$ cat config.mk
export PLATFORM = sky130hd
export DESIGN_NAME = short_name_normalizer_core
export DESIGN_NICKNAME = d
export VERILOG_FILES = /design/src/rtl/snn_pkg.sv /design/src/rtl/snn_front.sv /design/src/rtl/snn_queue.sv /design/src/rtl/snn_back.sv /design/src/rtl/short_name_normalizer_core.sv
export SDC_FILE = /design/constraint.sdc
export NUM_CORES = 1
export LEC_CHECK = 0
export BUFFER_PORTS_ARGS = -buffer_cell sky130_fd_sc_hd__buf_2
export CAP_MARGIN = 20
export CORE_ASPECT_RATIO = 0.9
export CORE_MARGIN = 2
export CORE_UTILIZATION = 59
export CTS_CLUSTER_DIAMETER = 80
export DETAILED_ROUTE_END_ITERATION = 10
export GPL_ROUTABILITY_DRIVEN = 0
export PLACE_DENSITY = 0.82
export SETUP_SLACK_MARGIN = 0.5
export SYNTH_ARGS = -nofsm -noshare
export SYNTH_HDL_FRONTEND = slang
export SYNTH_SLANG_ARGS = --single-unit
$ cat constraint.sdc
create_clock -name clk_i -period 6.2 [get_ports clk_i]
set_input_delay 1.24 -clock clk_i [delete_from_list [all_inputs] [get_ports clk_i]]
set_output_delay 1.24 -clock clk_i [all_outputs]
set_load 0.01 [all_outputs]
$ cat src/rtl/snn_pkg.sv
package snn_pkg;

  localparam logic [7:0] CH_SPACE  = 8'h20;
  localparam logic [7:0] CH_UNDER  = 8'h5f;
  localparam logic [7:0] CH_SLASH  = 8'h2f;
  localparam logic [7:0] CH_BSLASH = 8'h5c;
  localparam logic [7:0] CH_DOT    = 8'h2e;
  localparam logic [7:0] CH_NUL    = 8'h00;
  localparam logic [7:0] CH_LOW_A  = 8'h61;
  localparam logic [7:0] CH_LOW_Z  = 8'h7a;
  localparam logic [7:0] CH_UP_A   = 8'h41;
  localparam logic [7:0] CH_UP_Z   = 8'h5a;
  localparam logic [7:0] CH_DIG_0  = 8'h30;
  localparam logic [7:0] CH_DIG_9  = 8'h39;
  localparam logic [7:0] CASE_OFS  = 8'h20;

  // register indexes
  localparam logic REG_BACKSLASH_SEP = 1'b0;

  function automatic logic is_punct(input logic [7:0] c);
    logic r;
    unique case (c)
      8'h24, 8'h25, 8'h27, 8'h2d, 8'h5f, 8'h40, 8'h7e, 8'h60,
      8'h21, 8'h28, 8'h29, 8'h7b, 8'h7d, 8'h5e, 8'h23, 8'h26: r = 1'b1;
      default: r = 1'b0;
    endcase
    return r;
  endfunction

  function automatic logic [7:0] normalize_byte(input logic [7:0] c);
    logic [7:0] u;
    logic       ok;
    u = c;
    if (c >= CH_LOW_A && c <= CH_LOW_Z) begin
      u = c - CASE_OFS;
    end
    ok = (u >= CH_UP_A && u <= CH_UP_Z) || (u >= CH_DIG_0 && u <= CH_DIG_9) ||
         (u == CH_NUL) || is_punct(u);
    return ok ? u : CH_UNDER;
  endfunction

endpackage

$ cat src/rtl/snn_front.sv
module snn_front import snn_pkg::*; #(
  parameter int BASE_LEN = 8,
  parameter int EXT_LEN  = 3,
  parameter int BCW      = $clog2(BASE_LEN + 1),
  parameter int ECW      = $clog2(EXT_LEN + 1),
  parameter int ENTRY_W  = 8 * (BASE_LEN + EXT_LEN) + BCW + ECW
) (
  input  logic               clk_i,
  input  logic               rst_ni,
  input  logic               bs_sep_i,
  input  logic               in_valid_i,
  output logic               in_ready_o,
  input  logic [7:0]         in_char_i,
  input  logic               is_end_i,
  output logic               push_o,
  input  logic               full_i,
  output logic [ENTRY_W-1:0] entry_o
);

  logic [7:0]     base_q [BASE_LEN];
  logic [7:0]     ext_q  [EXT_LEN];
  logic [BCW-1:0] base_cnt_q, base_cnt_d;
  logic [ECW-1:0] ext_cnt_q, ext_cnt_d;
  logic           in_ext_q, in_ext_d;
  logic           accept;
  logic           is_sep;
  logic           base_we, ext_we;
  logic [7:0]     norm;

  assign in_ready_o = !full_i;
  assign accept     = in_valid_i && in_ready_o;
  assign push_o     = accept && is_end_i;
  assign norm       = normalize_byte(in_char_i);
  assign is_sep     = (in_char_i == CH_SLASH) || (bs_sep_i && in_char_i == CH_BSLASH);

  always_comb begin
    base_cnt_d = base_cnt_q;
    ext_cnt_d  = ext_cnt_q;
    in_ext_d   = in_ext_q;
    base_we    = 1'b0;
    ext_we     = 1'b0;
    if (accept) begin
      priority if (is_end_i || is_sep) begin
        base_cnt_d = '0;
        ext_cnt_d  = '0;
        in_ext_d   = 1'b0;
      end else if (in_char_i == CH_DOT && !in_ext_q) begin
        in_ext_d = 1'b1;
      end else if (!in_ext_q) begin
        if (base_cnt_q < BCW'(BASE_LEN)) begin
          base_we    = 1'b1;
          base_cnt_d = base_cnt_q + 1'b1;
        end
      end else begin
        if (ext_cnt_q < ECW'(EXT_LEN)) begin
          ext_we    = 1'b1;
          ext_cnt_d = ext_cnt_q + 1'b1;
        end
      end
    end
  end

  always_ff @(posedge clk_i or negedge rst_ni) begin
    if (!rst_ni) begin
      base_cnt_q <= '0;
      ext_cnt_q  <= '0;
      in_ext_q   <= 1'b0;
    end else begin
      base_cnt_q <= base_cnt_d;
      ext_cnt_q  <= ext_cnt_d;
      in_ext_q   <= in_ext_d;
    end
  end

  always_ff @(posedge clk_i) begin
    for (int i = 0; i < BASE_LEN; i++) begin
      if (base_we && base_cnt_q == BCW'(i)) begin
        base_q[i] <= norm;
      end
    end
    for (int i = 0; i < EXT_LEN; i++) begin
      if (ext_we && ext_cnt_q == ECW'(i)) begin
        ext_q[i] <= norm;
      end
    end
  end

  // entry: base bytes, ext bytes, base count, ext count from the lowest bit up
  always_comb begin
    entry_o = '0;
    for (int i = 0; i < BASE_LEN; i++) begin
      entry_o[8*i +: 8] = base_q[i];
    end
    for (int i = 0; i < EXT_LEN; i++) begin
      entry_o[8*(BASE_LEN+i) +: 8] = ext_q[i];
    end
    entry_o[8*(BASE_LEN+EXT_LEN) +: BCW]     = base_cnt_q;
    entry_o[8*(BASE_LEN+EXT_LEN)+BCW +: ECW] = ext_cnt_q;
  end

endmodule

$ cat src/rtl/snn_queue.sv
module snn_queue #(
  parameter int WIDTH = 8
) (
  input  logic             clk_i,
  input  logic             rst_ni,
  input  logic             push_i,
  input  logic [WIDTH-1:0] wdata_i,
  output logic             full_o,
  input  logic             pop_i,
  output logic             valid_o,
  output logic [WIDTH-1:0] rdata_o
);

  logic [WIDTH-1:0] mem_q [2];
  logic             wptr_q, rptr_q;
  logic [1:0]       cnt_q;

  assign full_o  = cnt_q == 2'd2;
  assign valid_o = cnt_q != 2'd0;
  assign rdata_o = mem_q[rptr_q];

  always_ff @(posedge clk_i or negedge rst_ni) begin
    if (!rst_ni) begin
      wptr_q <= 1'b0;
      rptr_q <= 1'b0;
      cnt_q  <= '0;
    end else begin
      if (push_i) begin
        wptr_q <= !wptr_q;
      end
      if (pop_i) begin
        rptr_q <= !rptr_q;
      end
      if (push_i && !pop_i) begin
        cnt_q <= cnt_q + 2'd1;
      end else if (pop_i && !push_i) begin
        cnt_q <= cnt_q - 2'd1;
      end
    end
  end

  always_ff @(posedge clk_i) begin
    if (push_i) begin
      mem_q[wptr_q] <= wdata_i;
    end
  end

endmodule

$ cat src/rtl/snn_back.sv
module snn_back import snn_pkg::*; #(
  parameter int BASE_LEN = 8,
  parameter int EXT_LEN  = 3,
  parameter int BCW      = $clog2(BASE_LEN + 1),
  parameter int ECW      = $clog2(EXT_LEN + 1),
  parameter int ENTRY_W  = 8 * (BASE_LEN + EXT_LEN) + BCW + ECW
) (
  input  logic               clk_i,
  input  logic               rst_ni,
  input  logic               valid_i,
  input  logic [ENTRY_W-1:0] entry_i,
  output logic               pop_o,
  output logic               out_valid_o,
  input  logic               out_ready_i,
  output logic [7:0]         out_char_o,
  output logic [3:0]         out_position_o,
  output logic               out_last_o
);

  localparam int TOTAL = BASE_LEN + EXT_LEN;
  localparam int PW    = $clog2(TOTAL);

  logic [PW-1:0]  pos_q, pos_d;
  logic [BCW-1:0] base_cnt;
  logic [ECW-1:0] ext_cnt;
  logic [31:0]    pos_ext;
  logic           accept;

  assign base_cnt    = entry_i[8*TOTAL +: BCW];
  assign ext_cnt     = entry_i[8*TOTAL+BCW +: ECW];
  assign out_valid_o = valid_i;
  assign out_last_o  = pos_q == PW'(TOTAL - 1);
  assign accept      = out_valid_o && out_ready_i;
  assign pop_o       = accept && out_last_o;
  assign pos_ext     = 32'(pos_q);
  assign out_position_o = pos_ext[3:0];

  always_comb begin
    out_char_o = CH_SPACE;
    for (int i = 0; i < BASE_LEN; i++) begin
      if (pos_q == PW'(i)) begin
        if (base_cnt == '0) begin
          out_char_o = (i == 0) ? CH_UNDER : CH_SPACE;
        end else if (BCW'(i) < base_cnt) begin
          out_char_o = entry_i[8*i +: 8];
        end
      end
    end
    for (int i = 0; i < EXT_LEN; i++) begin
      if (pos_q == PW'(BASE_LEN + i) && ECW'(i) < ext_cnt) begin
        out_char_o = entry_i[8*(BASE_LEN+i) +: 8];
      end
    end
  end

  always_comb begin
    pos_d = pos_q;
    if (accept) begin
      pos_d = out_last_o ? '0 : pos_q + 1'b1;
    end
  end

  always_ff @(posedge clk_i or negedge rst_ni) begin
    if (!rst_ni) begin
      pos_q <= '0;
    end else begin
      pos_q <= pos_d;
    end
  end

endmodule

$ cat src/rtl/short_name_normalizer_core.sv
// path bytes are taken one word per cycle unless the queue is full and cause no output; an end
// word queues the gathered name; BASE_LEN + EXT_LEN output words follow, one per cycle with
// tready high, the first in the cycle after the end word if none is ahead; the two-entry name
// queue lets up to two names wait; with both waiting the input stalls until the older drains
// async active-low reset empties the queue, clears the counts and the backslash option
module short_name_normalizer_core import snn_pkg::*; #(
  parameter int BASE_LEN = 8,
  parameter int EXT_LEN  = 3
) (
  input  logic        clk_i,
  input  logic        rst_ni,
  input  logic        s_axis_tvalid,
  output logic        s_axis_tready,
  input  logic [7:0]  s_axis_tdata,   // [7:0] in_char
  input  logic        s_axis_tlast,   // is_end
  output logic        m_axis_tvalid,
  input  logic        m_axis_tready,
  output logic [15:0] m_axis_tdata,   // [7:0] out_char, [11:8] out_position, zero above
  output logic        m_axis_tlast,   // out_last
  input  logic        psel,
  input  logic        penable,
  input  logic        pwrite,
  input  logic [2:0]  paddr,
  input  logic [31:0] pwdata,
  output logic [31:0] prdata,
  output logic        pready
);

  localparam int BCW     = $clog2(BASE_LEN + 1);
  localparam int ECW     = $clog2(EXT_LEN + 1);
  localparam int ENTRY_W = 8 * (BASE_LEN + EXT_LEN) + BCW + ECW;

  logic               bs_sep_q;
  logic               push, pop, full, q_valid;
  logic [ENTRY_W-1:0] push_entry, head_entry;
  logic [7:0]         out_char;
  logic [3:0]         out_position;

  assign pready = 1'b1;
  assign prdata = (paddr[2] == REG_BACKSLASH_SEP) ? {31'd0, bs_sep_q} : '0;

  always_ff @(posedge clk_i or negedge rst_ni) begin
    if (!rst_ni) begin
      bs_sep_q <= 1'b0;
    end else if (psel && penable && pwrite && pready && paddr[2] == REG_BACKSLASH_SEP) begin
      bs_sep_q <= pwdata[0];
    end
  end

  snn_front #(
    .BASE_LEN (BASE_LEN),
    .EXT_LEN  (EXT_LEN)
  ) u_front (
    .clk_i      (clk_i),
    .rst_ni     (rst_ni),
    .bs_sep_i   (bs_sep_q),
    .in_valid_i (s_axis_tvalid),
    .in_ready_o (s_axis_tready),
    .in_char_i  (s_axis_tdata),
    .is_end_i   (s_axis_tlast),
    .push_o     (push),
    .full_i     (full),
    .entry_o    (push_entry)
  );

  snn_queue #(
    .WIDTH (ENTRY_W)
  ) u_queue (
    .clk_i   (clk_i),
    .rst_ni  (rst_ni),
    .push_i  (push),
    .wdata_i (push_entry),
    .full_o  (full),
    .pop_i   (pop),
    .valid_o (q_valid),
    .rdata_o (head_entry)
  );

  snn_back #(
    .BASE_LEN (BASE_LEN),
    .EXT_LEN  (EXT_LEN)
  ) u_back (
    .clk_i          (clk_i),
    .rst_ni         (rst_ni),
    .valid_i        (q_valid),
    .entry_i        (head_entry),
    .pop_o          (pop),
    .out_valid_o    (m_axis_tvalid),
    .out_ready_i    (m_axis_tready),
    .out_char_o     (out_char),
    .out_position_o (out_position),
    .out_last_o     (m_axis_tlast)
  );

  assign m_axis_tdata = {4'd0, out_position, out_char};

endmodule

# Word-level counts from Yosys, hierarchy flattened
# Memories as Yosys holds them, arrays and structs flattened.
# Index checks and enable logic that the tools add are counted.
dict set report totals {
  memories 3
  elab_cells 246
  input_bits 51
  regBits 16
  output_inout_bits 52
  mem_bits_rw 276
}
dict set report classes {
  mux 105
  eq_ne 41
  n_reduce_logical 63
  n_lt_le_gt_ge 19
  bitwise 1
  add_sub_neg 6
}
# name words word_bits rd rd_ports_with_merged_regs write_ports line
set mem_list {}
lappend mem_list {u_queue.mem_q 2 94 1 0 1 snn_queue.sv:14} ;# logic [WIDTH-1:0] mem_q [2];
lappend mem_list {u_front.base_q 8 8 8 0 1 snn_front.sv:20} ;# logic [7:0] base_q [BASE_LEN];
lappend mem_list {u_front.ext_q 3 8 3 0 1 snn_front.sv:21} ;# logic [7:0] ext_q [EXT_LEN];
# operator count
set ops {}
lappend ops {{$mux W8} 38}
lappend ops {{$eq A8 B6 Y1 const B} 11}
lappend ops {{$reduce_or A8 Y1} 9}
lappend ops {{$eq A8 B7 Y1 const B} 8}
lappend ops {{$mux W1} 47}
lappend ops {{$eq A4 B3 Y1 const B} 8}
lappend ops {{$logic_and A1 B1 Y1} 28}
lappend ops {{$mux W3} 7}
lappend ops {{$mux W4} 5}
lappend ops {{$eq A4 B2 Y1 const B} 4}
lappend ops {{$ge A8 B7 Y1 const B} 2}
lappend ops {{$le A8 B7 Y1 const B} 2}
lappend ops {{$lt A3 B4 Y1 const A} 4}
lappend ops {{$mux W2} 8}
lappend ops {{$reduce_or A16 Y1} 1}
lappend ops {{$eq A4 B4 Y1 const B} 3}
lappend ops {{$logic_not A4 Y1} 3}
lappend ops {{$reduce_bool A2 Y1} 6}
lappend ops {{$add A4 B1 Y4 const B} 2}
lappend ops {{$eq A4 B1 Y1 const B} 2}
lappend ops {{$ge A8 B6 Y1 const B} 1}
lappend ops {{$le A8 B6 Y1 const B} 1}
lappend ops {{$logic_not A8 Y1} 1}
lappend ops {{$lt A1 B4 Y1 const A} 2}
lappend ops {{other kinds (18)} 32}

# Depth between registers and ports, before layout
# Gate-level depths: netlist of run 1.
# An unclocked memory read counts as a cell.
dict set report logic_depth {
  word_depth 29
  ltp_mapped 9
  depth_no_buf 8
}

# Hierarchy
# A second synthesis of run 1 with hierarchy kept.
dict set report unflattened {
  cells_unflattened 742
  hier_area_um2 12391.9
}
# module area_per_inst_um2 instances cells_each
set modules_own_cells {}
lappend modules_own_cells {snn_queue 7183.1 1 309}
lappend modules_own_cells {snn_front 3568.4 1 205}
lappend modules_own_cells {snn_back 1308.8 1 186}
lappend modules_own_cells {short_name_normalizer_core 331.6 1 42}

# Worst setup path after synthesis of run 1
# OpenSTA, ideal clock, no wires.
dict set report synth_timing {
  path_type {input to register}
  startpoint {input s_axis_tvalid}
  endpoint {memory u_queue.mem_q[0][0] in the netlist's numbering (enable)}
  path_stages 4
  t_arrival_ns 5.558
  n_path_buf 1
  path_slack_ns 0.095
  path_cell_list {and2_1 > clkbuf_1 > nand2_1 > nor2_1}
}
dict set report synth_via {
  elab_chain_cells 4
}
# item line
set synth_rtl {}
lappend synth_rtl {{start, declared} short_name_normalizer_core.sv:12} ;# input logic s_axis_tvalid,
lappend synth_rtl {{$logic_and A1 B1 Y1} snn_front.sv:31} ;# assign accept = in_valid_i && in_ready_o;
lappend synth_rtl {{$logic_and A1 B1 Y1} snn_front.sv:32} ;# assign push_o = accept && is_end_i;
lappend synth_rtl {{$mux W1} snn_queue.sv:43} ;# if (push_i) begin
lappend synth_rtl {{$mux W1 (not written as such)} snn_queue.sv:44} ;# mem_q[wptr_q] <= wdata_i;
lappend synth_rtl {{end, declared} snn_queue.sv:14}
# Every way passes these cells.

# Worst setup path in the final report of run 1
dict set report layout_timing {
  startpoint {register u_queue.rptr_q}
  endpoint {output m_axis_tdata[3]}
}
dict set report layout_via {
  elab_chain_cells 29
  word_cells_on_any_way 43
}
# item line
set layout_rtl {}
lappend layout_rtl {{start, declared} snn_queue.sv:15} ;# logic wptr_q, rptr_q;
lappend layout_rtl {{start signal, assigned} snn_queue.sv:32} ;# rptr_q <= !rptr_q;
lappend layout_rtl {{$mem_v2 Z2 W94 *} -}
lappend layout_rtl {{$lt A1 B4 Y1} snn_back.sv:44} ;# end else if (BCW'(i) < base_cnt) begin
lappend layout_rtl {{$mux W8} snn_back.sv:44}
lappend layout_rtl {{$mux W8} snn_back.sv:42} ;# if (base_cnt == '0) begin
lappend layout_rtl {{$mux W8} snn_back.sv:41} ;# if (pos_q == PW'(i)) begin
lappend layout_rtl {{$mux W8} snn_back.sv:44}
lappend layout_rtl {{$mux W8} snn_back.sv:42}
lappend layout_rtl {{$mux W8} snn_back.sv:41}
lappend layout_rtl {{(+12 left out)} -}
lappend layout_rtl {{$mux W8} snn_back.sv:44}
lappend layout_rtl {{$mux W8} snn_back.sv:42}
lappend layout_rtl {{$mux W8} snn_back.sv:41}
lappend layout_rtl {{$mux W8} snn_back.sv:44}
lappend layout_rtl {{$mux W8} snn_back.sv:42}
lappend layout_rtl {{$mux W8} snn_back.sv:41}
lappend layout_rtl {{$mux W8 (2 in series)} snn_back.sv:50} ;# if (pos_q == PW'(BASE_LEN + i) && ECW'(i) < ext_cnt) begin
lappend layout_rtl {{$mux W8 *} snn_back.sv:50}
lappend layout_rtl {{end, declared} short_name_normalizer_core.sv:18} ;# output logic [15:0] m_axis_tdata,
# Every way passes the cells marked *; elsewhere a longest branch is shown, timed or not.

==> impl_metrics.csv, run 1 <==
group,metric,value,unit
outcome,status,"finished clean",
synth,synth_ff_type,"edfxtp_1",
power_and_ir_drop,pwr-share-seq,48.1,%
layout,layout-drive-gt1-share,15.5,%
clocking,hold_buffers,0,
power_and_ir_drop,vdd_drop_max,0.290,mV
critical_path,cp_top_family,"flip-flops",
synth,synthXorXnorAreaFrac,0.515,%
floorplanning,initial_core_util,59.9,%
global_routing,grt_use_total,21.9,%
run,cap_violations,0,
power_and_ir_drop,p_leak,4.61,nW
clocking,postCtsSetupBuffers,0,
sta,maxSlewViolCount,0,
layout,finalNonFillerCells,1070,
drt,top_layer_used,"met4",
global_routing,antenna_found_initial,0,
sta,setup_viol,0,
global_routing,grt_max_degree,70,
synth,synthMuxAreaShare,7.81,%
synth,synth-simple-area-share,6.65,%
placement,hpwl,14800,µm
floorplanning,rows,49,
clocking,cts_tree,"yes",
synth,synth_top_family_by_area,"multiplexers",
critical_path,cp_slowest_stage_delay,1.13,ns
critical_path,crit_type,"flop to primary output",
sta,max_freq,189,MHz
clocking,cts_buffers,29,
critical_path,crit_fanout,69,
drt,drt_iter0_drc,596,
clocking,clock-root-buffer,"clkbuf_16",
layout,layout.nets,854,
sta,rsz0062_at_grt,"no",
sta,fin_crit,5.28,ns
power_and_ir_drop,p_per_area,409,nW/µm²
power_and_ir_drop,power.share.switching,28.9,%
drt,dr.pass1.iters,5,
power_and_ir_drop,intPower,3.85,mW
synth,yosysMostFrequentCell,"edfxtp_1",
floorplanning,dieWidth,154,µm
synth,yosysWarningCount,0,
drt,ant_nets,0,
synth,yosys.area.top_type_share,69.6,%
synth,yosysSeqAreaShare,73.0,%
floorplanning,coreArea,19900,µm²
power_and_ir_drop,finalPower,5.42,mW
drt,routed-via-count,6473,
drt,via_per_inst,6.05,
sta,fin_hold_ws,0.440,ns
synth,syn-cell-area,11900,µm²
synth,netlist_top_cells_count,"edfxtp_1, mux2i_1, buf_4, nor2_1, nand2_1",
placement,port_buffers,33,
drt,drc,0,
clocking,h-tree-depth,1,
sta,fin_worst_skew,0.0107,ns
sta,max-slew-margin-rel,26.7,%
synth,synth_edf_count,276,
layout,fill_cells,1316,
power_and_ir_drop,p_sw,1.57,mW
clocking,cts_resized,0,
clocking,clk_latency,0.54,ns
clocking,cts.sinks,292,
synth,synth_fa_ha_area_share,1.16,%
synth,synth_compound_area_share,7.00,%
sta,worst_pin_slew,1.10,ns
critical_path,cp.arrival,4.04,ns
global_routing,grt_pass1_vias,6551,
layout,num_antenna_cells,0,
critical_path,crit_required,4.96,ns
drt,drt_wl_total,23400,µm
critical_path,path_cells,"buf_4 -> nand2_1 -> o221ai_2 -> a21oi_1 -> nor4_1 -> o211ai_1 -> buf_2",
min_path,hold_path.class,"flop to flop",
clocking,clk_pin_slew,0.06,ns
sta,hold_viol,0,
synth,async_flop_share,5.48,%
drt,wl_met1,9400,µm
critical_path,cp-end-kind,"primary output",
critical_path,critPathBufInv,2,
critical_path,critPathLaunchType,"flop",
synth,syn_area_per_cell,16.2,µm²
drt,wl_met2,11800,µm
sta,tns,0,ns
power_and_ir_drop,combPwrFrac,19.7,%
critical_path,crit_path_top_delay_cell,"dfrtp_4",
floorplanning,die_h,139,µm
synth,synth.area.top_cells,"edfxtp_1, mux2i_1, dfrtp_1",
global_routing,gr-total-overflow,0,
placement,dp_cells,1013,
synth,synthCells,733,
global_routing,grt_pass1_wl,36400,µm
layout,area_growth,11.1,%
synth,synth-seq-cells,292,
synth,synth_top_cell_by_area,"edfxtp_1",
sta,fin_crit_sh,85.1,%
synth,synth_cell_types,68,
floorplanning,die_area,21300,µm²
clocking,clockBufferDepth,3,
drt,wl_per_cell,21.9,µm
drt,met3WireLength,1560,µm
power_and_ir_drop,clockPowerShare,32.2,%
floorplanning,io_pins,103,
-- flip-flops by register name (all words and copies together) (netlist names) --
register and flops:
bs_sep_q 1, u_back.out_position_o 4, u_front.base_cnt_q 4, u_front.base_q 64
u_front.ext_cnt_q 2, u_front.ext_q 24, u_front.in_ext_q 1, u_queue.cnt_q 2
u_queue.mem_q 188, u_queue.rptr_q 1, u_queue.wptr_q 1
-- per-layer routing --
metal,vias to the layer above,global-route usage (%)
li1,2889,-
met1,3239,29.7
met2,289,36.7
met3,56,3.31
met4,0,7.58
met5,-,0
-- stage by stage --
step	cell area [µm²]	setup WS [ns]	util, %
final	13200	0.922	66.6
after global routing	13200	0.686	66.6
after CTS	13200	0.933	66.4
after detailed placement	12200	1.51	61.5
after global placement	12200	1.59	61.5
after floorplan	12100	1.68	-
-- worst register-to-register path, delay by kind of cell, from the launching register on --
family / cells / cell delay [ns]
flip-flops: 1 / 0.39
AO/OA/AOI/OAI: 2 / 0.38
AND/OR/NAND/NOR: 4 / 1.47
-- cell families after synthesis --
group / Yosys count
DFF: 292
other: 2
xor gates and xnor gates: 7
muxes: 91
AOI/OAI and AO/OA: 120
adders and majority gates: 11
and+or+nand+nor: 136
buffers and inverters: 74
-- path summary, 6_finish.rpt --
path / slack (ns) / endpoint / depth (start not counted) / start
worst min register to register: 0.44 / u_queue.mem_q[1][1] / 0 / u_front.base_q[0][1]
worst max-delay path: 0.92 / m_axis_tdata[3] / 7 / u_queue.rptr_q
max in group asynchronous: 5.27 / u_queue.rptr_q / 1 / rst_ni
worst max register to register: 3.60 / u_front.base_q[0][5] / 6 / bs_sep_q
min in group asynchronous: 0.62 / u_front.in_ext_q / 1 / rst_ni
worst min-delay path: 0.44 / u_queue.mem_q[1][1] / 0 / u_front.base_q[0][1]
-- cell type report --
cell class,count,area (µm²),area share [%]
Timing Repair Buffer,43,254,1.92
Multi-Input combinational cell,412,2940,22.2
Sequential cell,292,8690,65.7
Clock inverter,22,233,1.76
Inverter,14,52.6,0.397
Clock buffer,32,737,5.57
Tap cell,255,319,2.41
-- layout by cell type, fill, tap and decap left out, types with 10 or more instances in the layout --
master / Yosys / layout
buf_2: 14 / 34
clkbuf_16: 0 / 29
nand2b_1: 10 / 10
inv_1: 14 / 14
nor2_1: 38 / 37
and2_1: 10 / 10
dfrtp_1: 16 / 15
mux2i_1: 76 / 76
nand2_1: 23 / 23
ha_1: 11 / 11
a21oi_1: 19 / 19
edfxtp_1: 276 / 276
mux2_2: 15 / 15
o21ai_0: 21 / 19
conb_1: 2 / 47
o22ai_1: 16 / 16
-- power groups by stage --
stage / Combinational, mW / Clock, mW / Sequential (mW)
3_3_place_gp: 1.00 / 0 / 2.62
2_1_floorplan: 0.880 / 0 / 2.51
5_1_grt: 1.15 / 1.85 / 2.63
3_5_place_dp: 1.05 / 0 / 2.64
6_report: 1.07 / 1.74 / 2.61
4_1_cts: 1.06 / 1.77 / 2.60
No activity file was read; power rests on OpenSTA's default activity.
==> inputs of run 2 (changes only) <==
--- a/config.mk
+++ b/config.mk
@@ -13,7 +13,7 @@
 export CTS_CLUSTER_DIAMETER = 80
 export DETAILED_ROUTE_END_ITERATION = 10
 export GPL_ROUTABILITY_DRIVEN = 0
-export PLACE_DENSITY = 0.82
+export PLACE_DENSITY_LB_ADDON = 0.05
 export SETUP_SLACK_MARGIN = 0.5
 export SYNTH_ARGS = -nofsm -noshare
 export SYNTH_HDL_FRONTEND = slang
==> run 2 against run 1 <==
Compared with the run above:
- register-to-register slack hardly changed
- utilization is 0.050 points higher
- sequential power hardly changed
- critical path type unchanged
- critical endpoint is now m_axis_tdata[7]
- highest routed layer unchanged
==> impl_metrics.csv, run 2 (synthesis results as in run 1) <==
group,metric,value,unit
outcome,status,"finished clean",
sta,max-slew-margin-rel,28.7,%
clocking,cts.sinks,292,
layout,area_growth,11.2,%
global_routing,grt_pass1_vias,6120,
global_routing,grt_max_degree,62,
critical_path,crit_required,4.96,ns
drt,drt_iter0_drc,595,
clocking,cts_resized,0,
sta,maxSlewViolCount,0,
sta,fin_crit_sh,84.8,%
sta,worst_pin_slew,1.06,ns
run,cap_violations,0,
drt,wl_per_cell,21.3,µm
floorplanning,initial_core_util,59.9,%
clocking,clk_pin_slew,0.06,ns
global_routing,gr-total-overflow,0,
critical_path,startpoint,"u_queue.rptr_q",
layout,top_register,"u_queue.mem_q",
placement,port_buffers,33,
layout,reg.largest.list,"u_queue.mem_q: 188 flops, u_front.base_q: 64 flops, u_front.ext_q: 24 flops",
drt,drt_wl_total,22800,µm
critical_path,cp.arrival,4.02,ns
critical_path,cp-end-kind,"primary output",
power_and_ir_drop,finalPower,5.44,mW
clocking,h-tree-depth,1,
sta,hold_viol,0,
layout,fin_util,66.7,%
sta,setup_viol,0,
clocking,clock-root-buffer,"clkbuf_16",
layout,layout-drive-gt1-share,15.3,%
layout,layout_commonest_cell,"edfxtp_1",
drt,dr.pass1.iters,5,
floorplanning,die_h,139,µm
power_and_ir_drop,vdd_drop_max,0.361,mV
clocking,clk_latency,0.55,ns
placement,hpwl,14200,µm
critical_path,r2r_setup_slack,3.60,ns
global_routing,grt_use_total,21.1,%
critical_path,critPathLaunchType,"flop",
sta,max_freq,190,MHz
sta,fin_hold_ws,0.437,ns
critical_path,r2r-end,"u_queue.mem_q[1][47]",
critical_path,cp-endpoint,"m_axis_tdata[7]",
layout,largest_reg_flops,188,
floorplanning,coreArea,19900,µm²
layout,final_cell_mix,"edfxtp_1, mux2i_1, conb_1",
global_routing,antenna_found_initial,0,
clocking,postCtsSetupBuffers,0,
drt,ant_nets,0,
critical_path,crit_type,"flop to primary output",
sta,fin_crit,5.26,ns
critical_path,crit_fanout,55,
layout,multiInputGateArea,2940,µm²
layout,area.sequential,8690,µm²
clocking,cts_buffers,28,
sta,tns,0,ns
power_and_ir_drop,p_per_area,411,nW/µm²
global_routing,grt_pass1_wl,34500,µm
clocking,clockBufferDepth,3,
floorplanning,rows,49,
clocking,hold_buffers,0,
sta,rsz0062_at_grt,"no",
layout,num_antenna_cells,0,
floorplanning,dieWidth,154,µm
sta,fin_worst_skew,0.0182,ns
critical_path,r2r_start,"u_queue.cnt_q[0]",
layout,fill_cells,1364,
critical_path,worstRegToRegCells,4,
floorplanning,io_pins,103,
floorplanning,die_area,21300,µm²
drt,via_per_inst,5.85,
layout,layout.nets,853,
drt,routed-via-count,6252,
drt,drc,0,
min_path,hold_path.class,"flop to flop",
power_and_ir_drop,p_leak,4.62,nW
clocking,cts_tree,"yes",
## run 2: through the flow
step / area, µm² / instances / worst slack (ns)
detailed placement: 12200 / 1015 / 1.57
global route: 13200 / 1068 / 0.710
CTS: 13200 / 1067 / 0.985
floorplan: 12100 / 778 / 1.68
finish: 13200 / 1068 / 0.941
global placement: 12200 / 1015 / 1.57
## run 2: worst min path at each step
| stage | slack [ns] | endpoint | depth (start not counted) | startpoint |
|---|---|---|---|---|
| floorplan | 0.42 | u_queue.mem_q[0][0] | 0 | u_front.base_q[0][0] |
| global placement | 0.42 | u_queue.mem_q[0][56] | 0 | u_front.base_q[1][24] |
| detailed placement | 0.43 | u_queue.mem_q[1][47] | 0 | u_front.base_q[1][15] |
| CTS | 0.43 | u_queue.mem_q[0][47] | 0 | u_front.base_q[1][15] |
| global route | 0.44 | u_queue.mem_q[1][44] | 0 | u_front.base_q[1][12] |
| finish | 0.44 | u_queue.mem_q[0][47] | 0 | u_front.base_q[1][15] |
## run 2: metal layers
| metal | part of all wire, % | global-route usage [%] | vias to the layer above |
|---|---|---|---|
| li1 | - | - | 2880 |
| met1 | 44 | 30.4 | 3102 |
| met2 | 48 | 34.5 | 235 |
| met3 | 6.3 | 3.66 | 35 |
| met4 | 1.7 | 4.64 | 0 |
| met5 | 0 | 0 | - |
## run 2: layout make-up
class	instances	share of cell area, %
Clock inverter	16	1.66
Multi-Input combinational cell	412	22.2
Tap cell	255	2.41
Inverter	14	0.397
Clock buffer	36	5.75
Timing Repair Buffer	43	1.91
Sequential cell	292	65.6
## run 2: report_power, final
group,internal (mW),switching [mW],leakage [nW]
clock,1.08,0.706,0.471
sequential,2.38,0.202,2.69
combinational,0.438,0.637,1.46
## run 2: critical path, cell delays in order, from the launching register on
cell	delay (ns)
dfrtp_4	1.00
buf_4	0.82
mux2i_1	0.27
o21ai_1	0.09
nor4_1	0.71
o21ai_1	0.29
buf_2	0.21
==> inputs of run 3 (changes only) <==
==> constraint.sdc (replaced) <==
create_clock -name clk_i -period 5.39 [get_ports clk_i]
set_input_delay 1.078 -clock clk_i [delete_from_list [all_inputs] [get_ports clk_i]]
set_output_delay 1.078 -clock clk_i [all_outputs]
set_load 0.01 [all_outputs]
==> run 3 against run 2 <==
Compared with the run above:
- hold slack gained 0.0051 ns
- critical path depth unchanged
- sequential share of layout area decreased by 0.35 points
- flip-flop and latch count unchanged
- worst setup slack got worse by 0.029 ns
- die area unchanged
- largest power group unchanged
- final cell count up 0.47%
- largest cell class unchanged
- utilization up 0.35 points
- final area increased by 0.53%
- via count up 0.37%
==> impl_metrics.csv, run 3 (synthesis results as in run 1) <==
group,metric,value,unit
layout,largest_reg_flops,188,
sta,max-slew-margin-rel,38.3,%
floorplanning,die_h,139,µm
power_and_ir_drop,p_leak,4.67,nW
critical_path,crit_fanout,49,
drt,wl_per_cell,20.8,µm
outcome,status,"finished clean",
drt,drt_iter0_drc,484,
clocking,clock-root-buffer,"clkbuf_16",
sta,fin_worst_skew,0.00647,ns
critical_path,critPathBufInv,2,
power_and_ir_drop,vdd_drop_max,0.372,mV
critical_path,r2r_start,"bs_sep_q",
min_path,hold_path.class,"flop to flop",
placement,port_buffers,33,
critical_path,cp.arrival,3.40,ns
clocking,cts.sinks,292,
sta,tns,0,ns
clocking,cts_buffers,29,
power_and_ir_drop,power.share.switching,27.7,%
layout,num_antenna_cells,0,
sta,fin_hold_ws,0.442,ns
critical_path,r2r_setup_slack,2.78,ns
clocking,clockBufferDepth,3,
critical_path,r2r-end,"u_front.base_q[1][25]",
layout,finalNonFillerCells,1073,
floorplanning,io_pins,103,
drt,drc,0,
sta,setup_viol,0,
critical_path,crit_required,4.31,ns
clocking,clk_pin_slew,0.06,ns
power_and_ir_drop,clockPowerShare,33.5,%
drt,routed-via-count,6275,
floorplanning,rows,49,
critical_path,crit_type,"flop to primary output",
critical_path,startpoint,"u_queue.rptr_q",
sta,rsz0062_at_grt,"no",
floorplanning,initial_core_util,59.9,%
sta,fin_crit,4.48,ns
layout,final_cell_mix,"edfxtp_1, mux2i_1, conb_1",
global_routing,grt_pass1_wl,34500,µm
power_and_ir_drop,finalPower,6.31,mW
run,cap_violations,0,
critical_path,path_cells,"buf_4 -> mux2i_1 -> o22ai_1 -> nor4_1 -> o21ai_1 -> buf_2",
layout,area_growth,11.8,%
layout,layout.nets,859,
power_and_ir_drop,p_sw,1.75,mW
global_routing,antenna_found_initial,0,
clocking,postCtsSetupBuffers,0,
floorplanning,dieWidth,154,µm
clocking,h-tree-depth,1,
critical_path,crit_path_top_delay_cell,"buf_4",
global_routing,grt_use_total,21.1,%
power_and_ir_drop,combPwrFrac,20.4,%
sta,worst_pin_slew,0.923,ns
floorplanning,die_area,21300,µm²
placement,placed_cell_area,12300,µm²
min_path,min_path_cells,0,
drt,via_per_inst,5.85,
clocking,clk_latency,0.54,ns
global_routing,gr-total-overflow,0,
layout,fill_cells,1339,
critical_path,cp-end-kind,"primary output",
global_routing,grt_pass1_vias,6058,
layout,top_register,"u_queue.mem_q",
layout,fin_area,13300,µm²
global_routing,grt_max_degree,95,
drt,drt_wl_total,22300,µm
layout,reg.largest.list,"u_queue.mem_q: 188 flops, u_front.base_q: 64 flops, u_front.ext_q: 24 flops",
critical_path,worstRegToRegCells,6,
layout,layout-drive-gt1-share,15.8,%
drt,dr.pass1.iters,5,
sta,maxSlewViolCount,0,
layout,multiInputGateArea,2940,µm²
floorplanning,coreArea,19900,µm²
critical_path,cp_slowest_stage_delay,0.70,ns
min_path,hp-start,"u_front.base_q[1][6]",
sta,fin_crit_sh,83.1,%
clocking,cts_tree,"yes",
critical_path,critPathLaunchType,"flop",
placement,dp_cells,1019,
sta,max_freq,223,MHz
layout,area.sequential,8690,µm²
drt,ant_nets,0,
placement,hpwl,14000,µm
clocking,cts_resized,0,
power_and_ir_drop,intPower,4.56,mW
min_path,hold_end,"u_queue.mem_q[0][38]",
critical_path,cp_top_family,"buffers and inverters",
power_and_ir_drop,p_per_area,474,nW/µm²
clocking,hold_buffers,0,
layout,layout_commonest_cell,"edfxtp_1",
sta,hold_viol,0,
power_and_ir_drop,pwr-share-seq,46.2,%
run 3: cell types whose count changed in the layout (fill, tap and decap cells not counted), sizes merged:
cell / previous run / this run
buf: 43 / 48
clkbuf: 36 / 31
bufinv: 5 / 7
clkinvlp: 3 / 0
clkinv: 8 / 13
inv: 14 / 15
run 3: layout make-up:
class                   count  area share (%)
flip-flops and latches    292            65.3
multi-input cells         412            22.1
clock inverters            21            2.10
well taps                 255            2.40
repair buffers             48            2.19
clock buffers              31            5.51
inverters                  14           0.395
run 3: worst max path at each step:
stage	slack (ns)	endpoint	depth (start not counted)
final	0.91	m_axis_tdata[7]	6
after global routing	0.79	m_axis_tdata[7]	6
after CTS	0.90	m_axis_tdata[7]	6
after detailed placement	1.49	m_axis_tdata[7]	6
after global placement	1.54	m_axis_tdata[7]	6
after floorplan	1.03	u_queue.mem_q[0][0]	4
run 3: per-stage QoR:
stage	utilization, %	setup WS (ns)
after floorplan	-	1.03
after global placement	61.8	1.54
after detailed placement	61.8	1.49
after CTS	66.9	0.905
after global routing	67.0	0.791
final	67.0	0.912
run 3: metal layers:
| metal | GRT usage, % | share of wire [%] | vias up |
|---|---|---|---|
| met5 | 0 | 0 | - |
| met4 | 6.08 | 2.6 | 0 |
| met3 | 2.88 | 4.9 | 44 |
| met2 | 34.7 | 49 | 200 |
| met1 | 30.0 | 44 | 3127 |
| li1 | - | - | 2904 |
run 3: power groups by stage:
stage	registers (mW)	clock network (mW)	logic (mW)
after floorplan	2.88	0	1.01
after global placement	2.94	0	1.27
after detailed placement	2.96	0	1.29
after CTS	2.91	2.15	1.30
after global routing	2.94	2.24	1.40
final	2.91	2.11	1.28
run 3: worst register-to-register path, delay by kind of cell (launching register included):
kind	cells	cell delay, ns
AOI/OAI and AO/OA	2	0.38
DFF	1	0.39
and+or+nand+nor	4	1.47
